<file path="config.mk">
export PLATFORM = sky130hd
export DESIGN_NAME = sd_spi_mode_host_sequencer
export DESIGN_NICKNAME = d
export VERILOG_FILES = /design/src/hw/rtl/sdspi_pkg.sv /design/src/hw/rtl/sdspi_front.sv /design/src/hw/rtl/sdspi_back.sv /design/src/hw/rtl/sd_spi_mode_host_sequencer.sv
export SDC_FILE = /design/constraint.sdc
export NUM_CORES = 1
export LEC_CHECK = 0
export ABC_AREA = 1
export BUFFER_PORTS_ARGS = -buffer_cell sky130_fd_sc_hd__buf_2
export CAP_MARGIN = 20
export CORE_ASPECT_RATIO = 0.8
export CORE_MARGIN = 2
export CORE_UTILIZATION = 58
export DETAILED_ROUTE_END_ITERATION = 16
export PLACE_DENSITY = 0.77
export SLEW_MARGIN = 0
export SYNTH_ARGS = -nofsm -noshare
export SYNTH_HDL_FRONTEND = slang
export SYNTH_SLANG_ARGS = --single-unit
</file>
<file path="constraint.sdc">
create_clock -name clk_i -period 8.43 [get_ports clk_i]
set_input_delay 1.686 -clock clk_i [delete_from_list [all_inputs] [get_ports clk_i]]
set_output_delay 1.686 -clock clk_i [all_outputs]
set_load 0.005 [all_outputs]
</file>
<file path="src/hw/rtl/sdspi_pkg.sv">
// ----------------------------------------------------------------------------
// sdspi_pkg: shared types and constants of the SD SPI-mode host sequencer
// Holds request and result payload structs, phase codes and card constants.
// ----------------------------------------------------------------------------
package sdspi_pkg;

  localparam int unsigned BlockBytes    = 512;
  localparam int unsigned ResponsePolls = 10;
  localparam int unsigned WakeBytes     = 10;
  localparam int unsigned IdleTries     = 10;

  // command codes
  localparam logic [1:0] CmdInit = 2'd0;
  localparam logic [1:0] CmdRead = 2'd1;
  localparam logic [1:0] CmdWrite = 2'd2;
  localparam logic [1:0] CmdCard = 2'd3;

  // register indexes
  localparam logic [2:0] RegInitRetry  = 3'd0;
  localparam logic [2:0] RegTokenRetry = 3'd1;
  localparam logic [2:0] RegBusyRetry  = 3'd2;
  localparam logic [2:0] RegSlowDiv    = 3'd3;
  localparam logic [2:0] RegFastDiv    = 3'd4;

  // status codes
  localparam logic [3:0] StOk         = 4'd0;
  localparam logic [3:0] StNotReady   = 4'd1;
  localparam logic [3:0] StNoIdle     = 4'd2;
  localparam logic [3:0] StEcho       = 4'd3;
  localparam logic [3:0] StInitTmo    = 4'd4;
  localparam logic [3:0] StRejected   = 4'd5;
  localparam logic [3:0] StBadToken   = 4'd6;
  localparam logic [3:0] StWrRejected = 4'd7;
  localparam logic [3:0] StBusyTmo    = 4'd8;

  typedef enum logic [4:0] {
    PhIdle, PhWake, PhCmd0, PhCmd8, PhCmd55, PhCmd41, PhCmd58, PhCmd16,
    PhCmd17, PhCmd24, PhCmd8Tail, PhCmd58Tail, PhInitEnd, PhRdToken,
    PhRdData, PhRdCrc, PhWrGap, PhWrData, PhWrCrc, PhWrResp, PhWrBusy, PhFinal
  } phase_e;

  typedef struct packed {
    logic [1:0]  command;
    logic [31:0] block_number;
    logic [7:0]  card_byte;
    logic [7:0]  host_write_byte;
  } req_t;

  typedef struct packed {
    logic [7:0] send_byte;
    logic       send_valid;
    logic       select_active;
    logic [7:0] spi_divider;
    logic [7:0] read_data;
    logic       read_valid;
    logic       want_write_byte;
    logic       done_res;
    logic [3:0] status;
    logic       high_capacity;
    logic       card_ready;
  } res_t;

  // request after classification by the front part
  typedef struct packed {
    logic start;
    req_t req;
  } cls_t;

endpackage

</file>
<file path="src/hw/rtl/sdspi_front.sv">
// ----------------------------------------------------------------------------
// sdspi_front: request intake
// Takes requests and tags them as start or card byte into a two-entry queue.
// ----------------------------------------------------------------------------
module sdspi_front (
  input  logic              clk_i,
  input  logic              rst_ni,
  input  logic              in_valid,
  output logic              in_ready,
  input  sdspi_pkg::req_t   in_data_i,
  output logic              q_valid_o,
  input  logic              q_ready_i,
  output sdspi_pkg::cls_t   q_data_o
);

  sdspi_pkg::cls_t mem_q [2];
  logic       wr_ptr_q, rd_ptr_q;
  logic [1:0] cnt_q;
  logic       push, pop;

  assign in_ready  = (cnt_q != 2'd2);
  assign q_valid_o = (cnt_q != 2'd0);
  assign q_data_o  = mem_q[rd_ptr_q];
  assign push = in_valid & in_ready;
  assign pop  = q_valid_o & q_ready_i;

  // queue storage
  always_ff @(posedge clk_i) begin
    if (push) begin
      mem_q[wr_ptr_q].start <= (in_data_i.command != sdspi_pkg::CmdCard);
      mem_q[wr_ptr_q].req   <= in_data_i;
    end
  end

  // queue pointers
  always_ff @(posedge clk_i or negedge rst_ni) begin
    if (!rst_ni) begin
      wr_ptr_q <= 1'b0;
      rd_ptr_q <= 1'b0;
      cnt_q    <= 2'd0;
    end else begin
      if (push) wr_ptr_q <= ~wr_ptr_q;
      if (pop) rd_ptr_q <= ~rd_ptr_q;
      cnt_q <= cnt_q + {1'b0, push} - {1'b0, pop};
    end
  end

endmodule

</file>
<file path="src/hw/rtl/sdspi_back.sv">
// ----------------------------------------------------------------------------
// sdspi_back: card sequencer
// Runs the init, read and write phases one request at a time into an output
// register that holds a result until it is taken.
// ----------------------------------------------------------------------------
module sdspi_back (
  input  logic              clk_i,
  input  logic              rst_ni,
  input  logic              cfg_we_i,
  input  logic [2:0]        cfg_idx_i,
  input  logic [19:0]       cfg_data_i,
  input  logic              q_valid_i,
  output logic              q_ready_o,
  input  sdspi_pkg::cls_t   q_data_i,
  output logic              out_valid,
  input  logic              out_ready,
  output sdspi_pkg::res_t   out_data_o
);

  sdspi_pkg::phase_e phase_q, phase_d;
  logic [9:0]  bc_q, bc_d;
  logic [19:0] rc_q, rc_d;
  logic [47:0] frame_q, frame_d;
  logic [31:0] reply_q, reply_d;
  logic        blk_q, blk_d, init_q, init_d;
  logic [3:0]  pend_q, pend_d;
  logic [19:0] init_lim_q, tok_lim_q, busy_lim_q;
  logic [7:0]  slow_q, fast_q;
  logic        ov_q;
  sdspi_pkg::res_t od_q;

  sdspi_pkg::res_t r;
  logic        emit_res;
  logic [31:0] addr;
  logic [7:0]  b;
  logic [31:0] rsh;

  assign q_ready_o = !ov_q || out_ready;
  assign out_valid  = ov_q;
  assign out_data_o = od_q;
  assign b   = q_data_i.req.card_byte;
  assign rsh = {reply_q[23:0], b};

  // configuration registers
  always_ff @(posedge clk_i or negedge rst_ni) begin
    if (!rst_ni) begin
      init_lim_q <= 20'd40000;
      tok_lim_q  <= 20'd100000;
      busy_lim_q <= 20'd500000;
      slow_q     <= 8'd59;
      fast_q     <= 8'd3;
    end else if (cfg_we_i) begin
      unique case (cfg_idx_i)
        sdspi_pkg::RegInitRetry:  init_lim_q <= cfg_data_i;
        sdspi_pkg::RegTokenRetry: tok_lim_q  <= cfg_data_i;
        sdspi_pkg::RegBusyRetry:  busy_lim_q <= cfg_data_i;
        sdspi_pkg::RegSlowDiv:    slow_q     <= cfg_data_i[7:0];
        sdspi_pkg::RegFastDiv:    fast_q     <= cfg_data_i[7:0];
        default: ;
      endcase
    end
  end

  // sequencer next state
  always_comb begin
    phase_d = phase_q; bc_d = bc_q; rc_d = rc_q; frame_d = frame_q;
    reply_d = reply_q; blk_d = blk_q; init_d = init_q; pend_d = pend_q;
    r = '0;
    emit_res = 1'b0;
    addr = '0;
    if (q_data_i.start) begin
      if (phase_q == sdspi_pkg::PhIdle) begin
        emit_res = 1'b1;
        if (q_data_i.req.command == sdspi_pkg::CmdInit) begin
          init_d = 1'b0; blk_d = 1'b0; phase_d = sdspi_pkg::PhWake; bc_d = 10'd1;
          r.send_byte = 8'hFF; r.send_valid = 1'b1;
        end else if (!init_q) begin
          phase_d = sdspi_pkg::PhIdle; r.done_res = 1'b1; r.status = sdspi_pkg::StNotReady;
        end else begin
          addr = blk_q ? q_data_i.req.block_number
                       : {q_data_i.req.block_number[22:0], 9'd0};
          phase_d = (q_data_i.req.command == sdspi_pkg::CmdRead) ? sdspi_pkg::PhCmd17
                                                                 : sdspi_pkg::PhCmd24;
          frame_d = {(q_data_i.req.command == sdspi_pkg::CmdRead) ? 8'h51 : 8'h58,
                     addr, 8'hFF};
          bc_d = '0; r.send_byte = 8'hFF; r.send_valid = 1'b1;
        end
      end
    end else if (phase_q != sdspi_pkg::PhIdle) begin
      emit_res = 1'b1;
      r.send_byte = 8'hFF; r.send_valid = 1'b1;
      unique case (phase_q)
        sdspi_pkg::PhCmd0, sdspi_pkg::PhCmd8, sdspi_pkg::PhCmd55, sdspi_pkg::PhCmd41,
        sdspi_pkg::PhCmd58, sdspi_pkg::PhCmd16, sdspi_pkg::PhCmd17,
        sdspi_pkg::PhCmd24: begin
          if (bc_q < 10'd6) begin
            bc_d = bc_q + 10'd1;
            unique case (bc_q[2:0])
              3'd0: r.send_byte = frame_q[47:40];
              3'd1: r.send_byte = frame_q[39:32];
              3'd2: r.send_byte = frame_q[31:24];
              3'd3: r.send_byte = frame_q[23:16];
              3'd4: r.send_byte = frame_q[15:8];
              default: r.send_byte = frame_q[7:0];
            endcase
          end else if (bc_q == 10'd6) begin
            bc_d = 10'd7;
          end else if (b[7] && (bc_q - 10'd6) < 10'(sdspi_pkg::ResponsePolls)) begin
            bc_d = bc_q + 10'd1;
          end else begin
            bc_d = '0;
            unique case (phase_q)
              sdspi_pkg::PhCmd0: begin
                if (b == 8'h01) begin
                  phase_d = sdspi_pkg::PhCmd8; frame_d = 48'h48_000001AA_87;
                end else if (rc_q + 20'd1 < 20'(sdspi_pkg::IdleTries)) begin
                  rc_d = rc_q + 20'd1; frame_d = 48'h40_00000000_95;
                end else begin
                  r = '0; phase_d = sdspi_pkg::PhIdle; r.done_res = 1'b1;
                  r.status = sdspi_pkg::StNoIdle;
                end
              end
              sdspi_pkg::PhCmd8: begin
                if (b == 8'h01) begin
                  phase_d = sdspi_pkg::PhCmd8Tail; reply_d = '0;
                end else begin
                  rc_d = '0;
                  if (init_lim_q == '0) begin
                    r = '0; phase_d = sdspi_pkg::PhIdle; r.done_res = 1'b1;
                    r.status = sdspi_pkg::StInitTmo;
                  end else begin
                    phase_d = sdspi_pkg::PhCmd55; frame_d = 48'h77_00000000_65;
                  end
                end
              end
              sdspi_pkg::PhCmd55: begin
                phase_d = sdspi_pkg::PhCmd41; frame_d = 48'h69_40000000_77;
              end
              sdspi_pkg::PhCmd41: begin
                rc_d = rc_q + 20'd1;
                if (b == 8'h00) begin
                  phase_d = sdspi_pkg::PhCmd58; frame_d = 48'h7A_00000000_FD;
                end else if (rc_q + 20'd1 < init_lim_q && rc_q != 20'hFFFFF) begin
                  phase_d = sdspi_pkg::PhCmd55; frame_d = 48'h77_00000000_65;
                end else begin
                  r = '0; phase_d = sdspi_pkg::PhIdle; r.done_res = 1'b1;
                  r.status = sdspi_pkg::StInitTmo;
                end
              end
              sdspi_pkg::PhCmd58: begin
                if (b == 8'h00) begin
                  phase_d = sdspi_pkg::PhCmd58Tail; reply_d = '0;
                end else if (!blk_q) begin
                  phase_d = sdspi_pkg::PhCmd16; frame_d = 48'h50_00000200_FF;
                end else begin
                  phase_d = sdspi_pkg::PhInitEnd;
                end
              end
              sdspi_pkg::PhCmd16: phase_d = sdspi_pkg::PhInitEnd;
              sdspi_pkg::PhCmd17: begin
                if (b != 8'h00) begin
                  r = '0; phase_d = sdspi_pkg::PhIdle; r.done_res = 1'b1;
                  r.status = sdspi_pkg::StRejected;
                end else if (tok_lim_q == '0) begin
                  r = '0; phase_d = sdspi_pkg::PhIdle; r.done_res = 1'b1;
                  r.status = sdspi_pkg::StBadToken;
                end else begin
                  phase_d = sdspi_pkg::PhRdToken; rc_d = 20'd1;
                end
              end
              default: begin
                if (b != 8'h00) begin
                  r = '0; phase_d = sdspi_pkg::PhIdle; r.done_res = 1'b1;
                  r.status = sdspi_pkg::StRejected;
                end else begin
                  phase_d = sdspi_pkg::PhWrGap;
                end
              end
            endcase
          end
        end
        sdspi_pkg::PhWake: begin
          if (bc_q < 10'(sdspi_pkg::WakeBytes)) begin
            bc_d = bc_q + 10'd1;
          end else begin
            rc_d = '0; bc_d = '0; phase_d = sdspi_pkg::PhCmd0;
            frame_d = 48'h40_00000000_95;
          end
        end
        sdspi_pkg::PhCmd8Tail, sdspi_pkg::PhCmd58Tail: begin
          reply_d = rsh;
          bc_d = bc_q + 10'd1;
          if (bc_q + 10'd1 >= 10'd4) begin
            bc_d = '0;
            if (phase_q == sdspi_pkg::PhCmd8Tail) begin
              if (rsh[15:0] != 16'h01AA) begin
                r = '0; phase_d = sdspi_pkg::PhIdle; r.done_res = 1'b1;
                r.status = sdspi_pkg::StEcho;
              end else begin
                rc_d = '0;
                if (init_lim_q == '0) begin
                  r = '0; phase_d = sdspi_pkg::PhIdle; r.done_res = 1'b1;
                  r.status = sdspi_pkg::StInitTmo;
                end else begin
                  phase_d = sdspi_pkg::PhCmd55; frame_d = 48'h77_00000000_65;
                end
              end
            end else begin
              blk_d = rsh[30];
              if (!rsh[30]) begin
                phase_d = sdspi_pkg::PhCmd16; frame_d = 48'h50_00000200_FF;
              end else begin
                phase_d = sdspi_pkg::PhInitEnd;
              end
            end
          end
        end
        sdspi_pkg::PhInitEnd: begin
          r = '0; init_d = 1'b1; phase_d = sdspi_pkg::PhIdle; r.done_res = 1'b1;
          r.status = sdspi_pkg::StOk;
        end
        sdspi_pkg::PhRdToken: begin
          if (b == 8'hFF && rc_q < tok_lim_q) begin
            rc_d = rc_q + 20'd1;
          end else if (b != 8'hFE) begin
            r = '0; phase_d = sdspi_pkg::PhIdle; r.done_res = 1'b1;
            r.status = sdspi_pkg::StBadToken;
          end else begin
            phase_d = sdspi_pkg::PhRdData; bc_d = '0;
          end
        end
        sdspi_pkg::PhRdData: begin
          r.read_data = b; r.read_valid = 1'b1;
          bc_d = bc_q + 10'd1;
          if (bc_q == 10'(sdspi_pkg::BlockBytes - 1)) begin
            phase_d = sdspi_pkg::PhRdCrc; bc_d = '0;
          end
        end
        sdspi_pkg::PhRdCrc: begin
          bc_d = bc_q + 10'd1;
          if (bc_q != '0) begin
            pend_d = sdspi_pkg::StOk; phase_d = sdspi_pkg::PhFinal;
          end
        end
        sdspi_pkg::PhWrGap: begin
          phase_d = sdspi_pkg::PhWrData; bc_d = '0;
          r.send_byte = 8'hFE; r.want_write_byte = 1'b1;
        end
        sdspi_pkg::PhWrData: begin
          if (bc_q < 10'(sdspi_pkg::BlockBytes)) begin
            r.send_byte = q_data_i.req.host_write_byte;
            bc_d = bc_q + 10'd1;
            r.want_write_byte = (bc_q + 10'd1 < 10'(sdspi_pkg::BlockBytes));
          end else begin
            phase_d = sdspi_pkg::PhWrCrc; bc_d = '0;
          end
        end
        sdspi_pkg::PhWrCrc: begin
          bc_d = bc_q + 10'd1;
          if (bc_q != '0) phase_d = sdspi_pkg::PhWrResp;
        end
        sdspi_pkg::PhWrResp: begin
          if (b[4:0] != 5'h05) begin
            r = '0; phase_d = sdspi_pkg::PhIdle; r.done_res = 1'b1;
            r.status = sdspi_pkg::StWrRejected;
          end else if (busy_lim_q == '0) begin
            pend_d = sdspi_pkg::StBusyTmo; phase_d = sdspi_pkg::PhFinal;
          end else begin
            phase_d = sdspi_pkg::PhWrBusy; rc_d = 20'd1;
          end
        end
        sdspi_pkg::PhWrBusy: begin
          if (b == 8'hFF) begin
            pend_d = sdspi_pkg::StOk; phase_d = sdspi_pkg::PhFinal;
          end else if (rc_q < busy_lim_q) begin
            rc_d = rc_q + 20'd1;
          end else begin
            pend_d = sdspi_pkg::StBusyTmo; phase_d = sdspi_pkg::PhFinal;
          end
        end
        default: begin
          r = '0; phase_d = sdspi_pkg::PhIdle; r.done_res = 1'b1; r.status = pend_q;
        end
      endcase
    end
    r.select_active = (phase_d != sdspi_pkg::PhIdle) && (phase_d != sdspi_pkg::PhWake) &&
                      (phase_d != sdspi_pkg::PhInitEnd) && (phase_d != sdspi_pkg::PhFinal);
    r.spi_divider   = init_d ? fast_q : slow_q;
    r.high_capacity = blk_d;
    r.card_ready    = init_d;
  end

  // state registers, advanced when a queued request is taken
  always_ff @(posedge clk_i or negedge rst_ni) begin
    if (!rst_ni) begin
      phase_q <= sdspi_pkg::PhIdle;
      bc_q <= '0; rc_q <= '0; frame_q <= '0; reply_q <= '0;
      blk_q <= 1'b0; init_q <= 1'b0; pend_q <= '0; ov_q <= 1'b0;
    end else begin
      if (out_ready) ov_q <= 1'b0;
      if (q_valid_i && q_ready_o) begin
        phase_q <= phase_d; bc_q <= bc_d; rc_q <= rc_d; frame_q <= frame_d;
        reply_q <= reply_d; blk_q <= blk_d; init_q <= init_d; pend_q <= pend_d;
        if (emit_res) ov_q <= 1'b1;
      end
    end
  end

  // result payload
  always_ff @(posedge clk_i) begin
    if (q_valid_i && q_ready_o && emit_res) od_q <= r;
  end

endmodule

</file>
<file path="src/hw/rtl/sd_spi_mode_host_sequencer.sv">
// ----------------------------------------------------------------------------
// sd_spi_mode_host_sequencer: SD card SPI-mode host, byte level
// Front intake queue feeding the card phase sequencer.
// ----------------------------------------------------------------------------
// Usage:
//   in channel (in_valid/in_ready) carries starts (init, read, write) and,
//   for each byte sent, the byte the card returned plus a write data byte.
//   out channel (out_valid/out_ready) carries at most one result per
//   request: next byte to send, chip select, divider, read data, status.
//   Starts while busy and card bytes while idle give no result.
//   Path: a request passes the intake queue, then the sequencer output
//   register. Throughput: one request per cycle unless out_ready stalls,
//   set by the phase update of the sequencer; the SPI byte exchange sets
//   the real pace.
//   Configuration: cfg_we_i with cfg_idx_i and cfg_data_i, while idle.
//   Reset clears the queue, returns to idle, card not ready, registers to
//   their defaults. A stalled receiver holds the result register and the
//   two-entry queue fills, then in_ready drops.
// ----------------------------------------------------------------------------
module sd_spi_mode_host_sequencer (
  input  logic            clk_i,
  input  logic            rst_ni,
  input  logic            cfg_we_i,
  input  logic [2:0]      cfg_idx_i,
  input  logic [19:0]     cfg_data_i,
  input  logic            in_valid,
  output logic            in_ready,
  input  sdspi_pkg::req_t in_data_i,
  output logic            out_valid,
  input  logic            out_ready,
  output sdspi_pkg::res_t out_data_o
);

  logic            q_valid, q_ready;
  sdspi_pkg::cls_t q_data;

  // intake
  sdspi_front u_front (
    .clk_i, .rst_ni, .in_valid, .in_ready, .in_data_i,
    .q_valid_o(q_valid), .q_ready_i(q_ready), .q_data_o(q_data)
  );

  // sequencer
  sdspi_back u_back (
    .clk_i, .rst_ni, .cfg_we_i, .cfg_idx_i, .cfg_data_i,
    .q_valid_i(q_valid), .q_ready_o(q_ready), .q_data_i(q_data),
    .out_valid, .out_ready, .out_data_o
  );

endmodule

</file>
==> flow_metrics.env, run 1 <==
export IMPL_insertion_delay_ns=0.61
export IMPL_crit_required_ns=8.84
export IMPL_gp_congestion=1.004
export IMPL_status="completed"
export IMPL_maxCapViolations=0
export IMPL_path_clk_slew_ns=0.07
export IMPL_setup_viol=0
export IMPL_synth_nets=2238
export IMPL_layout_drive_gt1_share_pct=12.80
export IMPL_finalWorstPathRequiredPeriod_ns=4.795
export IMPL_p_leak_nw=9.014
export IMPL_ys_flop_type="dfrtp_1"
export IMPL_timing_fmax_mhz=208.6
export IMPL_ant_nets=0
export IMPL_overflow=0
export IMPL_dp_hpwl_mm=40.27
export IMPL_cpPeakStageDelay_ns=0.66
export IMPL_relSlewSlack_pct=29.83
export IMPL_slew_viol_final=0
export IMPL_synth_edf_count=137
export IMPL_dr_total_vias=15683
export IMPL_worst_hold_path_type="flop to flop"
export IMPL_worstSetupPathType="flop to flop"
export IMPL_io_pins=115
export IMPL_ctsResizeCount=0
export IMPL_synth_warnings=0
export IMPL_start_util_pct=59.19
export IMPL_peakVddDrop_mv=0.2681
export IMPL_post_cts_buffers=0
export IMPL_worstMarginPinSlew_ns=1.046
export IMPL_avgRoutedWirePerCell_um=20.68
export IMPL_cts_inserted_buffers=31
export IMPL_crit_chain="ha_1 > nand2_1 > inv_1 > nand4_1 > nor2_1 > nand2_1 > nor2_1 > inv_1 > ha_1 > nor3_1 > nand3_1 > nor2_1 > nand3_1 > nand3_1 > nand2_1 > o21ai_0 > inv_1 > nand3_1 > a21oi_1 > nand2_1 > nand2_1 > nand2_1"
export IMPL_worstPathArrival_ns=5.21
export IMPL_first_iter_violations=2194
export IMPL_die_x_um=197.8
export IMPL_syn_avg_cell_area_um2=8.307
export IMPL_h_tree_depth=1
export IMPL_synth_cells=2097
export IMPL_via_per_inst=6.023
export IMPL_root_buffer="clkbuf_16"
export IMPL_die_h_um=159.0
export IMPL_antenna_found_initial=0
export IMPL_cpMaxStageDelayCell="dfrtp_1"
export IMPL_area_growth_pct=11.59
export IMPL_setup_slack_ns=3.635
export IMPL_antenna_cells=0
export IMPL_hold_viol=0
export IMPL_firstDrtPassIters=7
export IMPL_core_area_um2=29430
export IMPL_cts_num_sinks=314
export IMPL_dp_slack_ns=3.308
export IMPL_path_max_fanout=12
export IMPL_yosysUniqueCellTypes=64
export IMPL_die_area_um2=31440
export IMPL_port_buffers=114
export IMPL_setup_tns_ns=0
export IMPL_netlist_area_um2=17420
export IMPL_clockBufferDepth=3
export IMPL_first_global_vias=14430
export IMPL_fin_crit_sh_pct=56.88
export IMPL_grtUsageTotal_pct=34.55
export IMPL_skew_ns=0.03436
export IMPL_synth_seq_cells=314
export IMPL_nets=2343
export IMPL_tritoncts="built"
export IMPL_path_common_cell="nand2_1"
export IMPL_holdBufCountCts=0
export IMPL_grt_max_degree=75
export IMPL_critPathLaunchType="flop"
export IMPL_wirelength_mm=53.84
export IMPL_yosysSeqAreaShare_pct=49.22
export IMPL_synth_async_reset_ratio_pct=56.37
export IMPL_powerDensity_nw_per_um2=333.4
export IMPL_rows=56
export IMPL_grt_pass1_wl_mm=83.52
export IMPL_rsz0062_at_grt="no"
export IMPL_crit_path_end_kind="flop"
export IMPL_drc=0
==> Yosys cell counts, drive strengths merged (25+ instances only) <==
cell | instances | area share [%]
edfxtp | 137 | 24
nor2 | 189 | 4.4
nor3 | 30 | 0.98
dfstp | 25 | 3.8
nand2 | 573 | 12
nand4 | 51 | 1.8
dfrtp | 152 | 22
inv | 252 | 5.4
nand3 | 134 | 4.0
clkbuf | 38 | 0.82
ha | 63 | 4.5
a21oi | 61 | 1.8
o21ai | 216 | 6.7
==> path summary, 6_finish.rpt <==
kind                       depth (start not counted)                     to                from  slack [ns]
setup reg to reg                                  22  u_back.out_data_o[30]      u_back.bc_q[2]        3.64
max in group asynchronous                          2         u_back.bc_q[9]              rst_ni        6.03
hold / removal                                     2     u_back.frame_q[20]  u_back.frame_q[20]        0.48
setup / recovery                                  22  u_back.out_data_o[30]      u_back.bc_q[2]        3.64
min in group asynchronous                          1   u_back.tok_lim_q[13]              rst_ni        1.03
hold reg to reg                                    2     u_back.frame_q[20]  u_back.frame_q[20]        0.48
==> cell type report <==
| type | count | area [µm²] |
|---|---|---|
| Multi-Input combinational cell | 1464 | 7625 |
| Fill cell | 2497 | 9991 |
| Clock inverter | 12 | 161.4 |
| Timing Repair Buffer | 133 | 739.5 |
| Clock buffer | 46 | 895.9 |
| Tap cell | 377 | 471.7 |
| Inverter | 258 | 968.4 |
| Sequential cell | 314 | 8576 |
==> through the flow <==
stage / total power, mW / cells / utilization [%] / hold slack (ns) / cell area [µm²]
floorplan: 4.032 / 2097 / - / 0.4194 / 17420
detailed placement: 4.950 / 2544 / 62.41 / 0.4457 / 18370
global route: 6.835 / 2604 / 66.05 / 0.5047 / 19440
finish: 6.481 / 2604 / 66.05 / 0.4811 / 19440
CTS: 6.409 / 2602 / 66.00 / 0.4813 / 19420
global placement: 4.882 / 2542 / 62.29 / 0.4470 / 18330
==> registers in the layout, summed over array words and instances (netlist names), 10 cells and up <==
signal	cells
u_back.bc_q	10
u_back.busy_lim_q	20
u_back.frame_q	48
u_back.init_lim_q	20
u_back.out_data_o	35
u_back.rc_q	20
u_back.reply_q	10
u_back.tok_lim_q	20
u_front.mem_q	102
==> layer usage <==
| layer | routed length, µm | track usage, % | vias up |
|---|---|---|---|
| met4 | 652 | 5.024 | 0 |
| met2 | 21380 | 46.14 | 904 |
| met5 | 0 | 0 | - |
| met3 | 7052 | 8.854 | 62 |
| li1 | - | - | 7260 |
| met1 | 24750 | 56.92 | 7457 |
==> layout by cell type (no fill, tap or decap), types with 11 or more instances in the layout <==
cell / Yosys / final
nand2_1: 567 / 567
inv_1: 241 / 241
nor2_1: 177 / 174
o21ai_0: 173 / 173
dfrtp_1: 152 / 151
edfxtp_1: 137 / 137
nand3_1: 130 / 130
buf_2: 13 / 113
ha_1: 63 / 63
a21oi_1: 60 / 60
nand4_1: 51 / 51
clkbuf_16: 0 / 31
nor3_1: 27 / 27
dfstp_2: 25 / 25
o21ai_2: 24 / 23
o21ai_1: 19 / 19
buf_4: 2 / 18
mux2i_1: 17 / 17
o22ai_1: 17 / 17
nor4_1: 16 / 16
a211oi_1: 12 / 12
inv_2: 11 / 11
==> cells by family after synthesis <==
kind of cell               count (synthesis)  synth area share (%)
xor gates and xnor gates                   7                0.3520
AOI/OAI and AO/OA                        365                 12.40
and+or+nand+nor                         1003                 24.69
muxes                                     26                 1.573
adders and majority gates                 63                 4.525
DFF                                      314                 49.22
buffers and inverters                    319                 7.226
==> critical path: cells and delay by family, from the launching register on <==
family                     cells  cell delay [ns]
and+or+nand+nor               15             2.69
adders and majority gates      2             0.70
DFF                            1             0.66
AOI/OAI and AO/OA              2             0.26
buffers and inverters          3             0.27
==> report_power, final <==
group | switching (mW) | internal [mW] | total, mW
Sequential | 0.256 | 2.13 | 2.39
Clock | 0.613 | 0.832 | 1.44
Combinational | 1.90 | 0.747 | 2.65
Total | 2.77 | 3.71 | 6.48
(Power assumes the default switching activity.)
==> run 2, diff against run 1 <==
==> constraint.sdc (replaced) <==
create_clock -name clk_i -period 4.5 [get_ports clk_i]
set_input_delay 0.9 -clock clk_i [delete_from_list [all_inputs] [get_ports clk_i]]
set_output_delay 0.9 -clock clk_i [all_outputs]
set_load 0.005 [all_outputs]
==> run 2 against run 1 <==
- combinational power rose by 90%
- cell count up 0.58%
- count of clock-buffer cells in the layout unchanged
- critical endpoint is now u_back.rc_q[14]
==> flow_metrics.env, run 2 (synthesized netlist as in run 1, its figures left out) <==
export IMPL_worstMarginPinSlew_ns=0.9942
export IMPL_relSlewSlack_pct=33.56
export IMPL_reg2reg_to="u_back.rc_q[14]"
export IMPL_p_switching_mw=5.223
export IMPL_insertion_delay_ns=0.60
export IMPL_crit_path_end_kind="flop"
export IMPL_dpl_cell_area_um2=18480
export IMPL_grtUsageTotal_pct=34.86
export IMPL_r2r_start="u_back.bc_q[2]"
export IMPL_setup_viol=0
export IMPL_powerDensity_nw_per_um2=619.1
export IMPL_die_area_um2=31440
export IMPL_first_iter_violations=2152
export IMPL_switching_share_pct=43.24
export IMPL_dp_cells=2562
export IMPL_grt_pass1_wl_mm=83.98
export IMPL_antenna_found_initial=1
export IMPL_layout_commonest_cell="nand2_1"
export IMPL_area_growth_pct=12.01
export IMPL_path_common_cell="nor2_1"
export IMPL_firstDrtPassIters=6
export IMPL_multi_input_area_um2=7616
export IMPL_avgRoutedWirePerCell_um=20.73
export IMPL_holdBufCountCts=0
export IMPL_peakVddDrop_mv=0.5002
export IMPL_power_frac_seq_pct=37.2
export IMPL_overflow=0
export IMPL_dr_max_layer_used="met4"
export IMPL_layout_drive_gt1_share_pct=13.47
export IMPL_wirelength_mm=54.30
export IMPL_met3WireLength_mm=7.635
export IMPL_dr_total_vias=15734
export IMPL_dr_wl_met2_mm=21.09
export IMPL_critPathLaunchType="flop"
export IMPL_slew_viol_final=0
export IMPL_timing_reg2reg_setup_slack_ns=0.32
export IMPL_io_pins=115
export IMPL_start_util_pct=59.19
export IMPL_status="completed"
export IMPL_nets=2359
export IMPL_path_clk_slew_ns=0.07
export IMPL_seq_area_um2=8576
export IMPL_tritoncts="built"
export IMPL_clockBufferDepth=3
export IMPL_rsz0062_at_grt="no"
export IMPL_cpPeakStageDelay_ns=0.55
export IMPL_port_buffers=114
export IMPL_drc=0
export IMPL_rows=56
export IMPL_skew_ns=0.02425
export IMPL_hold_viol=0
export IMPL_cts_inserted_buffers=30
export IMPL_ctsResizeCount=0
export IMPL_worst_hold_path_type="primary input to asynchronous set/reset pin"
export IMPL_worstPathArrival_ns=4.67
export IMPL_die_h_um=159.0
export IMPL_timing_fmax_mhz=239.5
export IMPL_largest_register_ffs=102
export IMPL_root_buffer="clkbuf_16"
export IMPL_wl_met1_mm=24.57
export IMPL_crit_chain="ha_1 > nand2_1 > inv_1 > nand4_1 > nor2_1 > nand2_1 > nor2_1 > inv_1 > ha_1 > nor3_1 > nand3_1 > nor2_1 > nand3_1 > o2111ai_1 > nor2_1 > nand3_2 > nand2_1 > o21ai_1"
export IMPL_post_cts_buffers=0
export IMPL_grt_max_degree=81
export IMPL_setup_tns_ns=0
export IMPL_fill_cells=2448
export IMPL_largest_register="u_front.mem_q"
export IMPL_maxCapViolations=0
export IMPL_dp_hpwl_mm=40.59
export IMPL_gp_congestion=1.030
export IMPL_core_area_um2=29430
export IMPL_cpMaxStageDelayCell="dfrtp_1"
export IMPL_path_max_fanout=36
export IMPL_h_tree_depth=1
export IMPL_first_global_vias=14626
export IMPL_worst_path_buf_inv=2
export IMPL_antenna_cells=0
export IMPL_design_area_um2=19510
export IMPL_final_cell_mix="nand2_1, inv_1, nor2_1, o21ai_0, dfrtp_1"
export IMPL_die_x_um=197.8
export IMPL_power_share_clock_pct=21.1
export IMPL_final_cells=2619
export IMPL_r2r_cells=18
export IMPL_worstSetupPathType="flop to flop"
export IMPL_comb_power_share_pct=41.7
export IMPL_critPathTopFamily="simple AND/OR/NAND/NOR gates"
export IMPL_cts_num_sinks=314
export IMPL_p_leak_nw=9.074
export IMPL_ant_nets=0
export IMPL_internal_power_mw=6.856
export IMPL_crit_required_ns=4.99
export IMPL_via_per_inst=6.008
export IMPL_fin_crit_sh_pct=92.80
export IMPL_finalWorstPathRequiredPeriod_ns=4.176
-- run 2: per-layer routing --
metal | vias to the layer above | GRT usage, %
li1 | 7304 | -
met1 | 7421 | 56.03
met2 | 926 | 45.52
met3 | 83 | 11.50
met4 | 0 | 6.391
met5 | - | 0
-- run 2: final cells by class --
type	count	area share, %
clock inverter	10	0.5387
tap	377	2.418
sequential	314	43.95
timing repair buffer	150	4.508
clock buffer	46	4.585
inverter	258	4.963
multi-input combinational	1464	39.03
-- run 2: worst max path at each step --
stage                          start                     to  slack [ns]  cells after the start
floorplan           u_front.rd_ptr_q     u_back.frame_q[44]        0.08                     15
global placement      u_back.bc_q[2]  u_back.out_data_o[30]        0.60                     22
detailed placement    u_back.bc_q[2]  u_back.out_data_o[32]        0.48                     22
CTS                   u_back.bc_q[2]        u_back.rc_q[14]        0.49                     18
global route          u_back.bc_q[2]         u_back.rc_q[9]        0.03                     18
finish                u_back.bc_q[2]        u_back.rc_q[14]        0.32                     18
-- run 2: stage by stage --
step / power [mW] / util (%) / setup slack (ns) / hold slack (ns)
floorplan: 7.552 / - / 0.07616 / 0.4194
global placement: 9.232 / 62.81 / 0.5974 / 0.4442
detailed placement: 9.348 / 62.81 / 0.4829 / 0.4459
CTS: 11.93 / 66.21 / 0.4931 / 0.3816
global route: 12.75 / 66.30 / 0.03004 / 0.4176
finish: 12.08 / 66.30 / 0.3240 / 0.3623
-- run 2: power by group through the flow --
stage,registers (mW),logic (mW),clock network [mW]
floorplan,4.35,3.20,0
global placement,4.48,4.75,0
detailed placement,4.50,4.85,0
CTS,4.47,4.89,2.57
global route,4.55,5.51,2.69
finish,4.49,5.04,2.55
